==> config.mk <==
export PLATFORM = sky130hd
export DESIGN_NAME = sequential_list_engine_unit_flat
export DESIGN_NICKNAME = d
export VERILOG_FILES = /design/src/design/sle_pkg.sv /design/src/design/sle_if.sv /design/src/design/sle_ctrl.sv /design/src/design/sle_dpath.sv /design/src/design/sequential_list_engine_unit.sv /design/src/flat_wrapper.sv
export SDC_FILE = /design/constraint.sdc
export NUM_CORES = 1
export LEC_CHECK = 0
export CAP_MARGIN = 20
export CORE_ASPECT_RATIO = 0.8
export CORE_MARGIN = 2
export CORE_UTILIZATION = 34
export CTS_BUF_LIST = sky130_fd_sc_hd__clkbuf_16
export DETAILED_ROUTE_END_ITERATION = 8
export DONT_BUFFER_PORTS = 1
export HOLD_SLACK_MARGIN = 0.06
export PLACE_DENSITY = 0.46
export SYNTH_ARGS = -nofsm -noshare
export SYNTH_HDL_FRONTEND = slang
export SYNTH_SLANG_ARGS = --single-unit
==> constraint.sdc <==
create_clock -name clk -period 11.1 [get_ports clk]
set_input_delay 3.33 -clock clk [delete_from_list [all_inputs] [get_ports clk]]
set_output_delay 3.33 -clock clk [all_outputs]
set_load 0.01 [all_outputs]
==> src/design/sle_pkg.sv <==
// Package for the sequential list engine: field widths, operation and status
// codes, controller states and the command/status structs between the units.
// No dependencies; every other design file imports it.
`default_nettype none

package sle_pkg;

	// Default list capacity and fixed field widths.
	localparam int CAPACITY_DEF = 16;
	localparam int MODE_W       = 4;
	localparam int POS_W        = 5;
	localparam int DATA_W       = 32;
	localparam int STATUS_W     = 3;
	localparam int COUNT_W      = 5;

	// Operation codes carried in the mode field.
	typedef enum logic [MODE_W-1:0] {
		MODE_PUSH_BACK    = 4'd0,
		MODE_POP_BACK     = 4'd1,
		MODE_PUSH_FRONT   = 4'd2,
		MODE_POP_FRONT    = 4'd3,
		MODE_INSERT       = 4'd4,
		MODE_ERASE        = 4'd5,
		MODE_FIND         = 4'd6,
		MODE_REMOVE_FIRST = 4'd7,
		MODE_REMOVE_ALL   = 4'd8
	} mode_t;

	// Result status codes.
	typedef enum logic [STATUS_W-1:0] {
		ST_OK       = 3'd0,
		ST_FULL     = 3'd1,
		ST_EMPTY    = 3'd2,
		ST_BADPOS   = 3'd3,
		ST_NOTFOUND = 3'd4
	} status_t;

	// Kinds of memory walk the datapath performs.
	typedef enum logic [2:0] {
		WALK_UP,
		WALK_DROP_POS,
		WALK_DROP_FIRST,
		WALK_DROP_ALL,
		WALK_FIND
	} walk_t;

	// Where a walk starts.
	typedef enum logic [1:0] {
		START_ZERO,
		START_POS,
		START_CNT
	} start_t;

	// Entry count updates.
	typedef enum logic [1:0] {
		CNT_HOLD,
		CNT_INC,
		CNT_DEC,
		CNT_LOAD_K
	} cnt_op_t;

	// Controller states.
	typedef enum logic [2:0] {
		S_IDLE,
		S_DECIDE,
		S_WALK,
		S_PUT,
		S_RD_FIRST,
		S_RD_LAST,
		S_FINISH
	} state_t;

	// Commands from the controller to the datapath.
	typedef struct packed {
		logic    in_ready;
		logic    walk_start;
		walk_t   walk_kind;
		start_t  start_sel;
		logic    walk_step;
		logic    put;
		cnt_op_t cnt_op;
		logic    set_status;
		status_t status;
		logic    rd_first;
		logic    rd_last;
		logic    out_load;
	} sle_cmd_t;

	// Status from the datapath to the controller.
	typedef struct packed {
		logic              in_fire;
		logic [MODE_W-1:0] mode;
		logic              full;
		logic              empty;
		logic              pos_above_cnt;
		logic              pos_at_or_above_cnt;
		logic              walk_busy;
		logic              dropped;
		walk_t             walk_kind;
		logic              out_free;
	} sle_sts_t;

endpackage

`default_nettype wire

==> src/design/sle_if.sv <==
// Valid/ready channel interfaces for list operations and their results.
// Depends on sle_pkg for the field widths.
`default_nettype none

interface sle_in_if import sle_pkg::*; ();
	logic                     valid;
	logic                     ready;
	logic [MODE_W-1:0]        mode;
	logic [POS_W-1:0]         position;
	logic signed [DATA_W-1:0] value;

	modport source (output valid, mode, position, value, input ready);
	modport sink   (input valid, mode, position, value, output ready);
endinterface

interface sle_out_if import sle_pkg::*; ();
	logic                     valid;
	logic                     ready;
	logic [STATUS_W-1:0]      status;
	logic                     found;
	logic [COUNT_W-1:0]       count;
	logic [COUNT_W-1:0]       free_slots;
	logic signed [DATA_W-1:0] first_value;
	logic signed [DATA_W-1:0] last_value;

	modport source (output valid, status, found, count, free_slots, first_value, last_value,
		input ready);
	modport sink   (input valid, status, found, count, free_slots, first_value, last_value,
		output ready);
endinterface

`default_nettype wire

==> src/design/sle_ctrl.sv <==
// Controller state machine of the list engine: decodes the operation, sequences
// the memory walk, the final write and the readout. Depends on sle_pkg.
`default_nettype none

module sle_ctrl import sle_pkg::*; (
	input  wire logic     clk,
	input  wire logic     arst_n,
	input  wire sle_sts_t sts,
	output sle_cmd_t      cmd
);

	state_t  state_q;
	state_t  state_d;

	status_t dec_status;
	logic    dec_walk;
	walk_t   dec_kind;
	start_t  dec_start;
	logic    dec_pop;

	// Decode the latched operation against the current list state.
	always_comb begin
		dec_status = ST_OK;
		dec_walk   = 1'b0;
		dec_kind   = WALK_UP;
		dec_start  = START_ZERO;
		dec_pop    = 1'b0;
		case (sts.mode)
			MODE_PUSH_BACK: begin
				if (sts.full) dec_status = ST_FULL;
				else begin
					dec_walk  = 1'b1;
					dec_start = START_CNT;
				end
			end
			MODE_POP_BACK: begin
				if (sts.empty) dec_status = ST_EMPTY;
				else dec_pop = 1'b1;
			end
			MODE_PUSH_FRONT: begin
				if (sts.full) dec_status = ST_FULL;
				else dec_walk = 1'b1;
			end
			MODE_POP_FRONT: begin
				if (sts.empty) dec_status = ST_EMPTY;
				else begin
					dec_walk = 1'b1;
					dec_kind = WALK_DROP_POS;
				end
			end
			MODE_INSERT: begin
				if (sts.full) dec_status = ST_FULL;
				else if (sts.pos_above_cnt) dec_status = ST_BADPOS;
				else begin
					dec_walk  = 1'b1;
					dec_start = START_POS;
				end
			end
			MODE_ERASE: begin
				if (sts.empty) dec_status = ST_EMPTY;
				else if (sts.pos_at_or_above_cnt) dec_status = ST_BADPOS;
				else begin
					dec_walk  = 1'b1;
					dec_kind  = WALK_DROP_POS;
					dec_start = START_POS;
				end
			end
			MODE_FIND: begin
				dec_walk = 1'b1;
				dec_kind = WALK_FIND;
			end
			MODE_REMOVE_FIRST: begin
				dec_walk = 1'b1;
				dec_kind = WALK_DROP_FIRST;
			end
			MODE_REMOVE_ALL: begin
				dec_walk = 1'b1;
				dec_kind = WALK_DROP_ALL;
			end
			default: begin
				dec_status = ST_OK;
			end
		endcase
	end

	// Next state.
	always_comb begin
		state_d = state_q;
		case (state_q)
			S_IDLE:     if (sts.in_fire) state_d = S_DECIDE;
			S_DECIDE:   state_d = dec_walk ? S_WALK : S_RD_FIRST;
			S_WALK: begin
				if (!sts.walk_busy) begin
					state_d = (sts.walk_kind == WALK_UP) ? S_PUT : S_RD_FIRST;
				end
			end
			S_PUT:      state_d = S_RD_FIRST;
			S_RD_FIRST: state_d = S_RD_LAST;
			S_RD_LAST:  state_d = S_FINISH;
			S_FINISH:   if (sts.out_free) state_d = S_IDLE;
			default:    state_d = S_IDLE;
		endcase
	end

	// Command outputs.
	always_comb begin
		cmd = '0;
		case (state_q)
			S_IDLE: begin
				cmd.in_ready = 1'b1;
			end
			S_DECIDE: begin
				cmd.set_status = 1'b1;
				cmd.status     = dec_status;
				cmd.walk_start = dec_walk;
				cmd.walk_kind  = dec_kind;
				cmd.start_sel  = dec_start;
				cmd.cnt_op     = dec_pop ? CNT_DEC : CNT_HOLD;
			end
			S_WALK: begin
				cmd.walk_step = 1'b1;
				if (!sts.walk_busy && sts.walk_kind != WALK_UP) begin
					if (sts.walk_kind != WALK_FIND) cmd.cnt_op = CNT_LOAD_K;
					if (!sts.dropped) begin
						cmd.set_status = 1'b1;
						cmd.status     = ST_NOTFOUND;
					end
				end
			end
			S_PUT: begin
				cmd.put    = 1'b1;
				cmd.cnt_op = CNT_INC;
			end
			S_RD_FIRST: begin
				cmd.rd_first = 1'b1;
			end
			S_RD_LAST: begin
				cmd.rd_last = 1'b1;
			end
			S_FINISH: begin
				cmd.out_load = sts.out_free;
			end
			default: begin
				cmd.in_ready = 1'b0;
			end
		endcase
	end

	// State register.
	always_ff @(posedge clk or negedge arst_n) begin
		if (!arst_n) state_q <= S_IDLE;
		else state_q <= state_d;
	end

endmodule

`default_nettype wire

==> src/design/sle_dpath.sv <==
// Datapath of the list engine: entry memory, entry count, walk counters and
// the result register. Depends on sle_pkg and the channel interfaces.
`default_nettype none

module sle_dpath import sle_pkg::*; #(
	parameter int CAPACITY = CAPACITY_DEF
) (
	input  wire logic     clk,
	input  wire logic     arst_n,
	sle_in_if.sink        req,
	sle_out_if.source     rsp,
	input  wire sle_cmd_t cmd,
	output sle_sts_t      sts
);

	localparam int CNT_W = $clog2(CAPACITY + 1);
	localparam int IDX_W = $clog2(CAPACITY);
	localparam int EXT_W = CNT_W + POS_W;

	// Entry memory.
	logic [DATA_W-1:0] mem [CAPACITY];

	// Latched operation.
	logic [MODE_W-1:0] mode_q;
	logic [POS_W-1:0]  pos_q;
	logic [DATA_W-1:0] value_q;

	// Count and walk state.
	logic [CNT_W-1:0]  cnt_q;
	logic [CNT_W-1:0]  start_q;
	logic [CNT_W-1:0]  rd_q;
	logic [CNT_W-1:0]  rem_q;
	logic [CNT_W-1:0]  k_q;
	logic [CNT_W-1:0]  ridx_s1;
	logic              rv_s1;
	logic [DATA_W-1:0] rdata_s1;
	logic              dropped_q;
	walk_t             kind_q;
	status_t           status_q;
	logic [DATA_W-1:0] first_q;

	// Result register.
	logic                     out_valid_q;
	logic [STATUS_W-1:0]      res_status_q;
	logic                     res_found_q;
	logic [COUNT_W-1:0]       res_count_q;
	logic [COUNT_W-1:0]       res_free_q;
	logic [DATA_W-1:0]        res_first_q;
	logic [DATA_W-1:0]        res_last_q;

	logic              in_fire;
	logic [EXT_W-1:0]  pos_ext;
	logic [EXT_W-1:0]  cnt_ext;
	logic [EXT_W-1:0]  free_ext;
	logic [CNT_W-1:0]  start_val;
	logic [CNT_W-1:0]  cnt_m1;
	logic              issue;
	logic              proc;
	logic              match;
	logic              skip;
	logic              wen;
	logic [IDX_W-1:0]  waddr;
	logic [DATA_W-1:0] wdata;
	logic              ren;
	logic [IDX_W-1:0]  raddr;
	logic              out_free;

	assign in_fire   = req.valid && cmd.in_ready;
	assign req.ready = cmd.in_ready;

	// Compare helpers in one common width, and the count minus one.
	assign pos_ext  = EXT_W'(pos_q);
	assign cnt_ext  = EXT_W'(cnt_q);
	assign free_ext = EXT_W'(CAPACITY) - cnt_ext;
	assign cnt_m1   = cnt_q - 1'b1;

	// Start index of a walk.
	always_comb begin
		case (cmd.start_sel)
			START_ZERO: start_val = '0;
			START_POS:  start_val = pos_ext[CNT_W-1:0];
			START_CNT:  start_val = cnt_q;
			default:    start_val = '0;
		endcase
	end

	// Walk read issue, and processing of the read data in the cycle after its issue.
	assign issue = cmd.walk_step && (rem_q != '0);
	assign proc  = cmd.walk_step && rv_s1;
	assign match = (rdata_s1 == value_q);

	always_comb begin
		case (kind_q)
			WALK_DROP_POS:   skip = !dropped_q;
			WALK_DROP_FIRST: skip = match && !dropped_q;
			WALK_DROP_ALL:   skip = match;
			WALK_FIND:       skip = match;
			default:         skip = 1'b0;
		endcase
	end

	// Memory write port: the walk moves entries, the put stores the new value.
	always_comb begin
		wen   = 1'b0;
		waddr = start_q[IDX_W-1:0];
		wdata = value_q;
		if (cmd.put) begin
			wen = 1'b1;
		end else if (proc) begin
			wdata = rdata_s1;
			if (kind_q == WALK_UP) begin
				wen   = 1'b1;
				waddr = IDX_W'(ridx_s1 + 1'b1);
			end else if (kind_q != WALK_FIND && !skip) begin
				wen   = 1'b1;
				waddr = k_q[IDX_W-1:0];
			end
		end
	end

	// Memory read port: walk reads, then the first and last entries.
	always_comb begin
		ren   = issue || cmd.rd_first || cmd.rd_last;
		raddr = rd_q[IDX_W-1:0];
		if (cmd.rd_first) raddr = '0;
		else if (cmd.rd_last) raddr = cnt_m1[IDX_W-1:0];
	end

	always_ff @(posedge clk) begin
		if (wen) mem[waddr] <= wdata;
		if (ren) rdata_s1 <= mem[raddr];
	end

	// Control registers: count, remaining reads, read pipeline valid, result valid.
	always_ff @(posedge clk or negedge arst_n) begin
		if (!arst_n) begin
			cnt_q       <= '0;
			rem_q       <= '0;
			rv_s1       <= 1'b0;
			out_valid_q <= 1'b0;
		end else begin
			case (cmd.cnt_op)
				CNT_INC:    cnt_q <= cnt_q + 1'b1;
				CNT_DEC:    cnt_q <= cnt_q - 1'b1;
				CNT_LOAD_K: cnt_q <= k_q;
				default:    cnt_q <= cnt_q;
			endcase
			if (cmd.walk_start) rem_q <= cnt_q - start_val;
			else if (issue) rem_q <= rem_q - 1'b1;
			rv_s1 <= issue;
			if (cmd.out_load) out_valid_q <= 1'b1;
			else if (rsp.ready) out_valid_q <= 1'b0;
		end
	end

	// Operation latch, walk counters and status.
	always_ff @(posedge clk) begin
		if (in_fire) begin
			mode_q  <= req.mode;
			pos_q   <= req.position;
			value_q <= req.value;
		end
		if (cmd.walk_start) begin
			start_q   <= start_val;
			k_q       <= start_val;
			dropped_q <= 1'b0;
			kind_q    <= cmd.walk_kind;
			rd_q      <= (cmd.walk_kind == WALK_UP) ? cnt_m1 : start_val;
		end else begin
			if (issue) begin
				rd_q    <= (kind_q == WALK_UP) ? rd_q - 1'b1 : rd_q + 1'b1;
				ridx_s1 <= rd_q;
			end
			if (proc) begin
				if (skip) dropped_q <= 1'b1;
				else if (kind_q != WALK_UP && kind_q != WALK_FIND) k_q <= k_q + 1'b1;
			end
		end
		if (cmd.set_status) status_q <= cmd.status;
		if (cmd.rd_last) first_q <= rdata_s1;
	end

	// Result register load.
	always_ff @(posedge clk) begin
		if (cmd.out_load) begin
			res_status_q <= status_q;
			res_found_q  <= (mode_q == MODE_FIND) && dropped_q;
			res_count_q  <= cnt_ext[COUNT_W-1:0];
			res_free_q   <= free_ext[COUNT_W-1:0];
			res_first_q  <= (cnt_q == '0) ? '0 : first_q;
			res_last_q   <= (cnt_q == '0) ? '0 : rdata_s1;
		end
	end

	assign out_free = !out_valid_q || rsp.ready;

	assign rsp.valid       = out_valid_q;
	assign rsp.status      = res_status_q;
	assign rsp.found       = res_found_q;
	assign rsp.count       = res_count_q;
	assign rsp.free_slots  = res_free_q;
	assign rsp.first_value = res_first_q;
	assign rsp.last_value  = res_last_q;

	// Status toward the controller.
	always_comb begin
		sts                     = '0;
		sts.in_fire             = in_fire;
		sts.mode                = mode_q;
		sts.full                = cnt_q >= CNT_W'(CAPACITY);
		sts.empty               = cnt_q == '0;
		sts.pos_above_cnt       = pos_ext > cnt_ext;
		sts.pos_at_or_above_cnt = pos_ext >= cnt_ext;
		sts.walk_busy           = (rem_q != '0) || rv_s1;
		sts.dropped             = dropped_q;
		sts.walk_kind           = kind_q;
		sts.out_free            = out_free;
	end

endmodule

`default_nettype wire

==> src/design/sequential_list_engine_unit.sv <==
// Sequential list engine: an ordered list of up to CAPACITY signed 32-bit
// values held in a single-port-write, single-port-read memory. One operation
// is taken at a time; ready is high only while the engine is idle. An
// operation that reads entries of the memory (the shift for push front,
// insert, pop front and erase, or the scan for find and the two removes)
// walks them through the memory read port, one entry per cycle, and push
// front and insert then write the new value after the shift. Every operation
// ends by reading out the first and last entries. The next operation is
// taken while a finished result still waits in the output register; an
// operation that finishes while the earlier result is still waiting holds
// in its finish state until that result is taken. Entries need no clearing
// after reset.
// Depends on sle_pkg, sle_if, sle_ctrl and sle_dpath.
`default_nettype none

module sequential_list_engine_unit import sle_pkg::*; #(
	parameter int CAPACITY = CAPACITY_DEF
) (
	input wire logic  clk,
	input wire logic  arst_n,
	sle_in_if.sink    req,
	sle_out_if.source rsp
);

	sle_cmd_t cmd;
	sle_sts_t sts;

	// Sequencer.
	sle_ctrl u_ctrl (
		.clk    (clk),
		.arst_n (arst_n),
		.sts    (sts),
		.cmd    (cmd)
	);

	// Storage and result path.
	sle_dpath #(
		.CAPACITY (CAPACITY)
	) u_dpath (
		.clk    (clk),
		.arst_n (arst_n),
		.req    (req),
		.rsp    (rsp),
		.cmd    (cmd),
		.sts    (sts)
	);

endmodule

`default_nettype wire

==> src/flat_wrapper.sv <==
// flat-port wrapper written by rule: the top's interface ports become plain ports
module sequential_list_engine_unit_flat import sle_pkg::*;
#(
	parameter int CAPACITY = CAPACITY_DEF
)
  (clk, arst_n, req_valid, req_mode, req_position, req_value, req_ready, rsp_valid, rsp_status, rsp_found, rsp_count, rsp_free_slots, rsp_first_value, rsp_last_value, rsp_ready);
  sle_in_if req_i ();
  sle_out_if rsp_i ();
  input wire logic clk;
  input wire logic arst_n;
  input wire logic [$bits(req_i.valid)-1:0] req_valid;
  input wire logic [$bits(req_i.mode)-1:0] req_mode;
  input wire logic [$bits(req_i.position)-1:0] req_position;
  input wire logic [$bits(req_i.value)-1:0] req_value;
  output wire logic [$bits(req_i.ready)-1:0] req_ready;
  output wire logic [$bits(rsp_i.valid)-1:0] rsp_valid;
  output wire logic [$bits(rsp_i.status)-1:0] rsp_status;
  output wire logic [$bits(rsp_i.found)-1:0] rsp_found;
  output wire logic [$bits(rsp_i.count)-1:0] rsp_count;
  output wire logic [$bits(rsp_i.free_slots)-1:0] rsp_free_slots;
  output wire logic [$bits(rsp_i.first_value)-1:0] rsp_first_value;
  output wire logic [$bits(rsp_i.last_value)-1:0] rsp_last_value;
  input wire logic [$bits(rsp_i.ready)-1:0] rsp_ready;
  assign req_i.valid = req_valid;
  assign req_i.mode = req_mode;
  assign req_i.position = req_position;
  assign req_i.value = req_value;
  assign req_ready = req_i.ready;
  assign rsp_valid = rsp_i.valid;
  assign rsp_status = rsp_i.status;
  assign rsp_found = rsp_i.found;
  assign rsp_count = rsp_i.count;
  assign rsp_free_slots = rsp_i.free_slots;
  assign rsp_first_value = rsp_i.first_value;
  assign rsp_last_value = rsp_i.last_value;
  assign rsp_i.ready = rsp_ready;
  sequential_list_engine_unit #(.CAPACITY(CAPACITY)) u_core (.clk(clk), .arst_n(arst_n), .req(req_i), .rsp(rsp_i));
endmodule
-- After elaboration in Yosys (flattened, before gate mapping)
Memories as Yosys holds them, arrays and structs flattened. A register that Yosys moved wholly into a read port is not among the register bits.
Index checks and enable logic that the tools add are counted.
- multiplexer cells: 73
- magnitude comparators: 3
- equality and inequality tests: 29
- bitwise gates (word level): 1
- add/sub/neg operators: 9
- reduce and logical (&&, ||, !) cells: 36
- operators with widths (kind ; count):
    $mux 32 ; 2
    $mux 5 ; 10
    $eq 32x32->1 ; 1
    $mux 1 ; 29
    $mux 4 ; 7
    $pmux 3 s7 ; 1
    $eq 4x3->1 const B ; 4
    $mux 2 ; 8
    $add 5x1->5 const B ; 3
    $mux 3 ; 5
    $pmux 3 s5 ; 1
    $pmux 5 s3 ; 1
    $sub 5x1->5 const B ; 3
    $eq 3x2->1 const B ; 4
    $eq 3x3->1 const B ; 4
    $mux 6 ; 2
    $pmux 2 s3 ; 2
    $pmux 5 s2 ; 1
    $logic_not 3->1 ; 3
    $eq 4x2->1 const B ; 2
    $logic_and 1x1->1 ; 8
    $pmux 2 s4 ; 1
    $pmux 4 s2 ; 1
    $reduce_bool 2->1 ; 4
    27 further kinds ; 44
- logic and storage cells: 174
- register bits after elaboration: 191
- output and inout bits: 80
- memories: 1
- memory bits (writable): 512
- bits of input ports: 45
- memories (memory ; words ; width ; read ports ; clocked after memory_dff ; wr ports ; line ; text):
    u_core.u_dpath.mem ; 16 ; 32 ; 1 ; 1 ; 1 ; sle_dpath.sv:21 ; logic [DATA_W-1:0] mem [CAPACITY];

-- Depth between registers and ports, before layout
- depth after elaboration: 11
- mapped depth: 20
- mapped depth without buffers: 19

-- Hierarchy
Synthesis repeated with hierarchy kept, for this count alone.
- cell total of the unflattened synthesis: 2284
- area total of the unflattened synthesis: 29932.5 µm²
- modules (own cells, without submodules) (module ; area each (µm²) ; cells an instance ; instances):
    sle_dpath ; 29457.0 ; 2206 ; 1
    sle_ctrl ; 475.5 ; 78 ; 1

-- Worst setup path before layout
OpenSTA, ideal clock, no wires.
- path kind: input port to flip-flop
- start: input rsp_ready
- end: register u_core.u_dpath.res_count_q[0] (netlist: u_core.u_dpath.rsp.count[0]), enable pin
- slack: 3685 ps
- required time: 10578 ps
- path buffers: 0
- library setup time: 522 ps
- stages: 2
- arrival time: 6894 ps
- cell sequence: nand2b_1 -> nor2b_1
- RTL lines (element ; line ; text):
    start, declared ; flat_wrapper.sv:23 ; input wire logic [$bits(rsp_i.ready)-1:0] rsp_ready;
    end signal, assigned ; sle_dpath.sv:188 ; res_count_q <= cnt_ext[COUNT_W-1:0];
    end, declared ; sle_dpath.sv:46 ; logic [COUNT_W-1:0] res_count_q;

-- Worst setup path after layout
- start: register u_core.u_ctrl.state_q[2]
- end: output req_ready
- word-level cells in the longest chain between the ends: 2
- ends and longest elaborated chain (element ; line ; text):
    start, declared ; sle_ctrl.sv:12 ; state_t state_q;
    start signal, assigned ; sle_ctrl.sv:152 ; else state_q <= state_d;
    $logic_not 3->1 ; sle_ctrl.sv:108 ; case (state_q)
    $mux 1 ; sle_ctrl.sv:108 ;
    end, declared ; flat_wrapper.sv:15 ; output wire logic [$bits(req_i.ready)-1:0] req_ready;
No other way between the ends.

==> results.json <==
{
  "status": "completed",
  "clk_root_buffer_cell": "clkbuf_16",
  "cp-end-kind": "primary output",
  "hold_buffers": 0,
  "crit_path_max_fanout": 13,
  "cts.sinks": 733,
  "synth_fp_nets": 2118,
  "dpl-instance-area_um2": 31200,
  "max-slew-margin-rel": 0.215,
  "cts_resized": 0,
  "synth_common_cells": "edfxtp_1 (717), nand2_1 (280), nor2b_1 (197), a211oi_1 (162), clkbuf_1 (103)",
  "synth_seq_area_share": 0.735,
  "start_util": 0.342,
  "design_area_um2": 33700,
  "path_clk_slew_ns": 0.06,
  "area_delta_synth_final_pct": 13.0,
  "port_buffers": 0,
  "fmax_mhz": 199,
  "ir_drop_mv": 0.272,
  "nets": 2107,
  "dieArea_um2": 90100,
  "drc_errors": 0,
  "synthCells": 2050,
  "vias": 17100,
  "grt_pass1_wl_um": 114000,
  "synth_top_cell_by_area": "edfxtp_1",
  "cp.required_ns": 7.77,
  "drtIter0Drc": 1429,
  "path_cells": "nor3_1",
  "path_delay_family": "simple AND/OR/NAND/NOR gates",
  "drv_cap": 0,
  "synth.distinct_cells": 64,
  "die_w_um": 335,
  "cts_tree": "done",
  "p_leak_nw": 10.7,
  "grt.total_usage": 0.172,
  "drt-total-wl_um": 78100,
  "fin_crit_ns": 5.03,
  "ant_nets": 0,
  "avgSynthCellArea_um2": 14.5,
  "hold_viol": 0,
  "cp_slowest_cell": "nor3_1",
  "criticalPathCategory": "flop to primary output",
  "clk_path_buf_depth": 3,
  "die_h_um": 269,
  "grt_max_degree": 244,
  "yosys_warnings": 0,
  "skew_ns": 0.0417,
  "rsz0062_at_grt": "no",
  "gp_congestion": 0.824,
  "io_pins": 125,
  "synth-edff-count": 717,
  "synth_top_area_share": 0.722,
  "min_path_type": "flop to flop",
  "final.setup.tns_ns": 0,
  "synth-async-reset-ratio": 0.0205,
  "rows": 97,
  "h-tree-depth": 3,
  "cp.arrival_ns": 1.70,
  "cts-buffers-inserted": 80,
  "crit_buf_inv": 0,
  "avgRoutedWirePerCell_um": 24.2,
  "worst_slew_pin_slew_ns": 1.18,
  "post-synth-top-count-cell": "edfxtp_1",
  "p_per_area_nw_per_um2": 272,
  "max_stage_delay_ns": 0.58,
  "core_area_um2": 87300,
  "synthFlopType": "edfxtp_1",
  "drive_above_1_share": 0.104,
  "fin_crit_sh": 0.453,
  "num-fill-cells": 8015,
  "drv_slew": 0,
  "finalSetupViolations": 0,
  "start_kind": "flop",
  "synthTopCellsByArea": "edfxtp_1 (72%), nor2b_1 (4.1%), a211oi_1 (4.1%)",
  "place_hpwl_um": 43800,
  "detail_route.first_pass.iterations": 7,
  "antenna_found_initial": 11,
  "viasPerCell": 5.29,
  "grt_pass1_vias": 16100,
  "ys_ff_latch": 733,
  "syn-cell-area_um2": 29800,
  "gr-total-overflow": 0,
  "clkLatencyLatePin_ns": 0.64,
  "cts_setup_buffers": 0
}
## flip-flops by register name, summed over array words and instances (netlist names)
signal                          count
u_core.u_dpath.pos_q                5
u_core.u_dpath.status_q             3
u_core.u_dpath.dropped_q            1
u_core.u_dpath.kind_q               3
u_core.u_dpath.rsp.free_slots       4
u_core.u_dpath.rv_s1                1
u_core.u_dpath.rd_q                 4
u_core.u_dpath.rsp.first_value     32
u_core.u_dpath.k_q                  5
u_core.u_dpath.rsp.last_value      32
u_core.u_dpath.mem                512
u_core.u_dpath.rsp.status           3
u_core.u_dpath.value_q             32
u_core.u_dpath.mode_q               4
u_core.u_ctrl.state_q               3
u_core.u_dpath.rsp.valid            1
u_core.u_dpath.rsp.found            1
u_core.u_dpath.rem_q                5
u_core.u_dpath.cnt_q                5
u_core.u_dpath.first_q             32
u_core.u_dpath.rdata_s1            32
u_core.u_dpath.start_q              4
u_core.u_dpath.ridx_s1              4
u_core.u_dpath.rsp.count            5
## cells by family (layout without fill, tap and decap cells)
logic type | Yosys count | count (layout) | share of synthesized area
other | 0 | 1 | 0
xor gates and xnor gates | 49 | 49 | 0.0144
and+or+nand+nor | 594 | 594 | 0.0986
adders and majority gates | 23 | 23 | 0.0102
buffers and inverters | 162 | 206 | 0.0218
AOI/OAI and AO/OA | 447 | 447 | 0.104
muxes | 42 | 42 | 0.0157
DFF | 733 | 733 | 0.735
## layout by cell type (no fill, tap or decap), types with 14 or more instances in the layout
cell	synthesis	routed
a311oi_1	64	64
nor3_1	30	14
nor2b_1	197	196
edfxtp_1	717	717
dfrtp_1	15	15
inv_1	28	47
ha_1	21	20
a31oi_1	69	69
xnor2_1	43	43
nor3_2	0	16
buf_4	1	37
mux2_2	34	33
nor2_1	27	26
a21oi_1	91	90
nand2_1	280	279
clkbuf_16	0	81
a211oi_1	162	162
## where the power goes
part	total (W)	internal (W)	switching [W]
Clock	0.00259	0.00151	0.00108
Sequential	0.00378	0.00354	0.000238
Combinational	0.00281	0.000828	0.00198
Total	0.00917	0.00588	0.00330
## per-layer routing
| metal | up-vias | global-route usage | part of all wire |
|---|---|---|---|
| li1 | 7815 | - | - |
| met4 | 6 | 0.0390 | 0.018 |
| met3 | 111 | 0.0391 | 0.065 |
| met2 | 531 | 0.251 | 0.43 |
| met5 | - | 0 | 0.00044 |
| met1 | 8645 | 0.260 | 0.49 |
## per-stage QoR
stage | util | cells | setup slack (ns) | hold slack (ns) | power [W]
3_5_place_dp | 0.357 | 3095 | 6.05 | 0.409 | 0.00664
6_report | 0.386 | 3233 | 6.07 | 0.419 | 0.00917
2_1_floorplan | - | 2050 | 3.68 | 0.400 | 0.00565
5_1_grt | 0.386 | 3232 | 5.95 | 0.426 | 0.00968
4_1_cts | 0.386 | 3232 | 6.01 | 0.422 | 0.00925
3_3_place_gp | 0.357 | 3095 | 6.10 | 0.404 | 0.00663
## worst paths after layout
path	from	end	slack (ns)	cells after the start
min in group asynchronous	arst_n	u_core.u_dpath.cnt_q[0]$_DFFE_PN0P_	2.39	0
worst min register to register	u_core.u_dpath.status_q[0]$_DFFE_PP_	u_core.u_dpath.rsp.status[0]$_DFFE_PP_	0.42	0
worst max register to register	u_core.u_ctrl.state_q[2]$_DFFE_PN0P_	u_core.u_dpath.rdata_s1[14]$_DFFE_PP_	6.49	7
worst min-delay path	u_core.u_dpath.status_q[0]$_DFFE_PP_	u_core.u_dpath.rsp.status[0]$_DFFE_PP_	0.42	0
worst max-delay path	u_core.u_ctrl.state_q[2]$_DFFE_PN0P_	req_ready	6.07	1
max in group asynchronous	arst_n	u_core.u_dpath.rv_s1$_DFF_PN0_	8.63	0
## area by class of cell
| cell class | instances | area [um2] | area share |
|---|---|---|---|
| inverters | 30 | 113 | 0.00334 |
| multi-input cells | 1155 | 7400 | 0.219 |
| diodes | 1 | 2.50 | 0.0000743 |
| well taps | 1138 | 1420 | 0.0423 |
| clock inverters | 56 | 494 | 0.0147 |
| flip-flops and latches | 733 | 21900 | 0.651 |
| clock buffers | 81 | 2030 | 0.0601 |
| repair buffers | 39 | 318 | 0.00943 |
(Power assumes the default switching activity.)
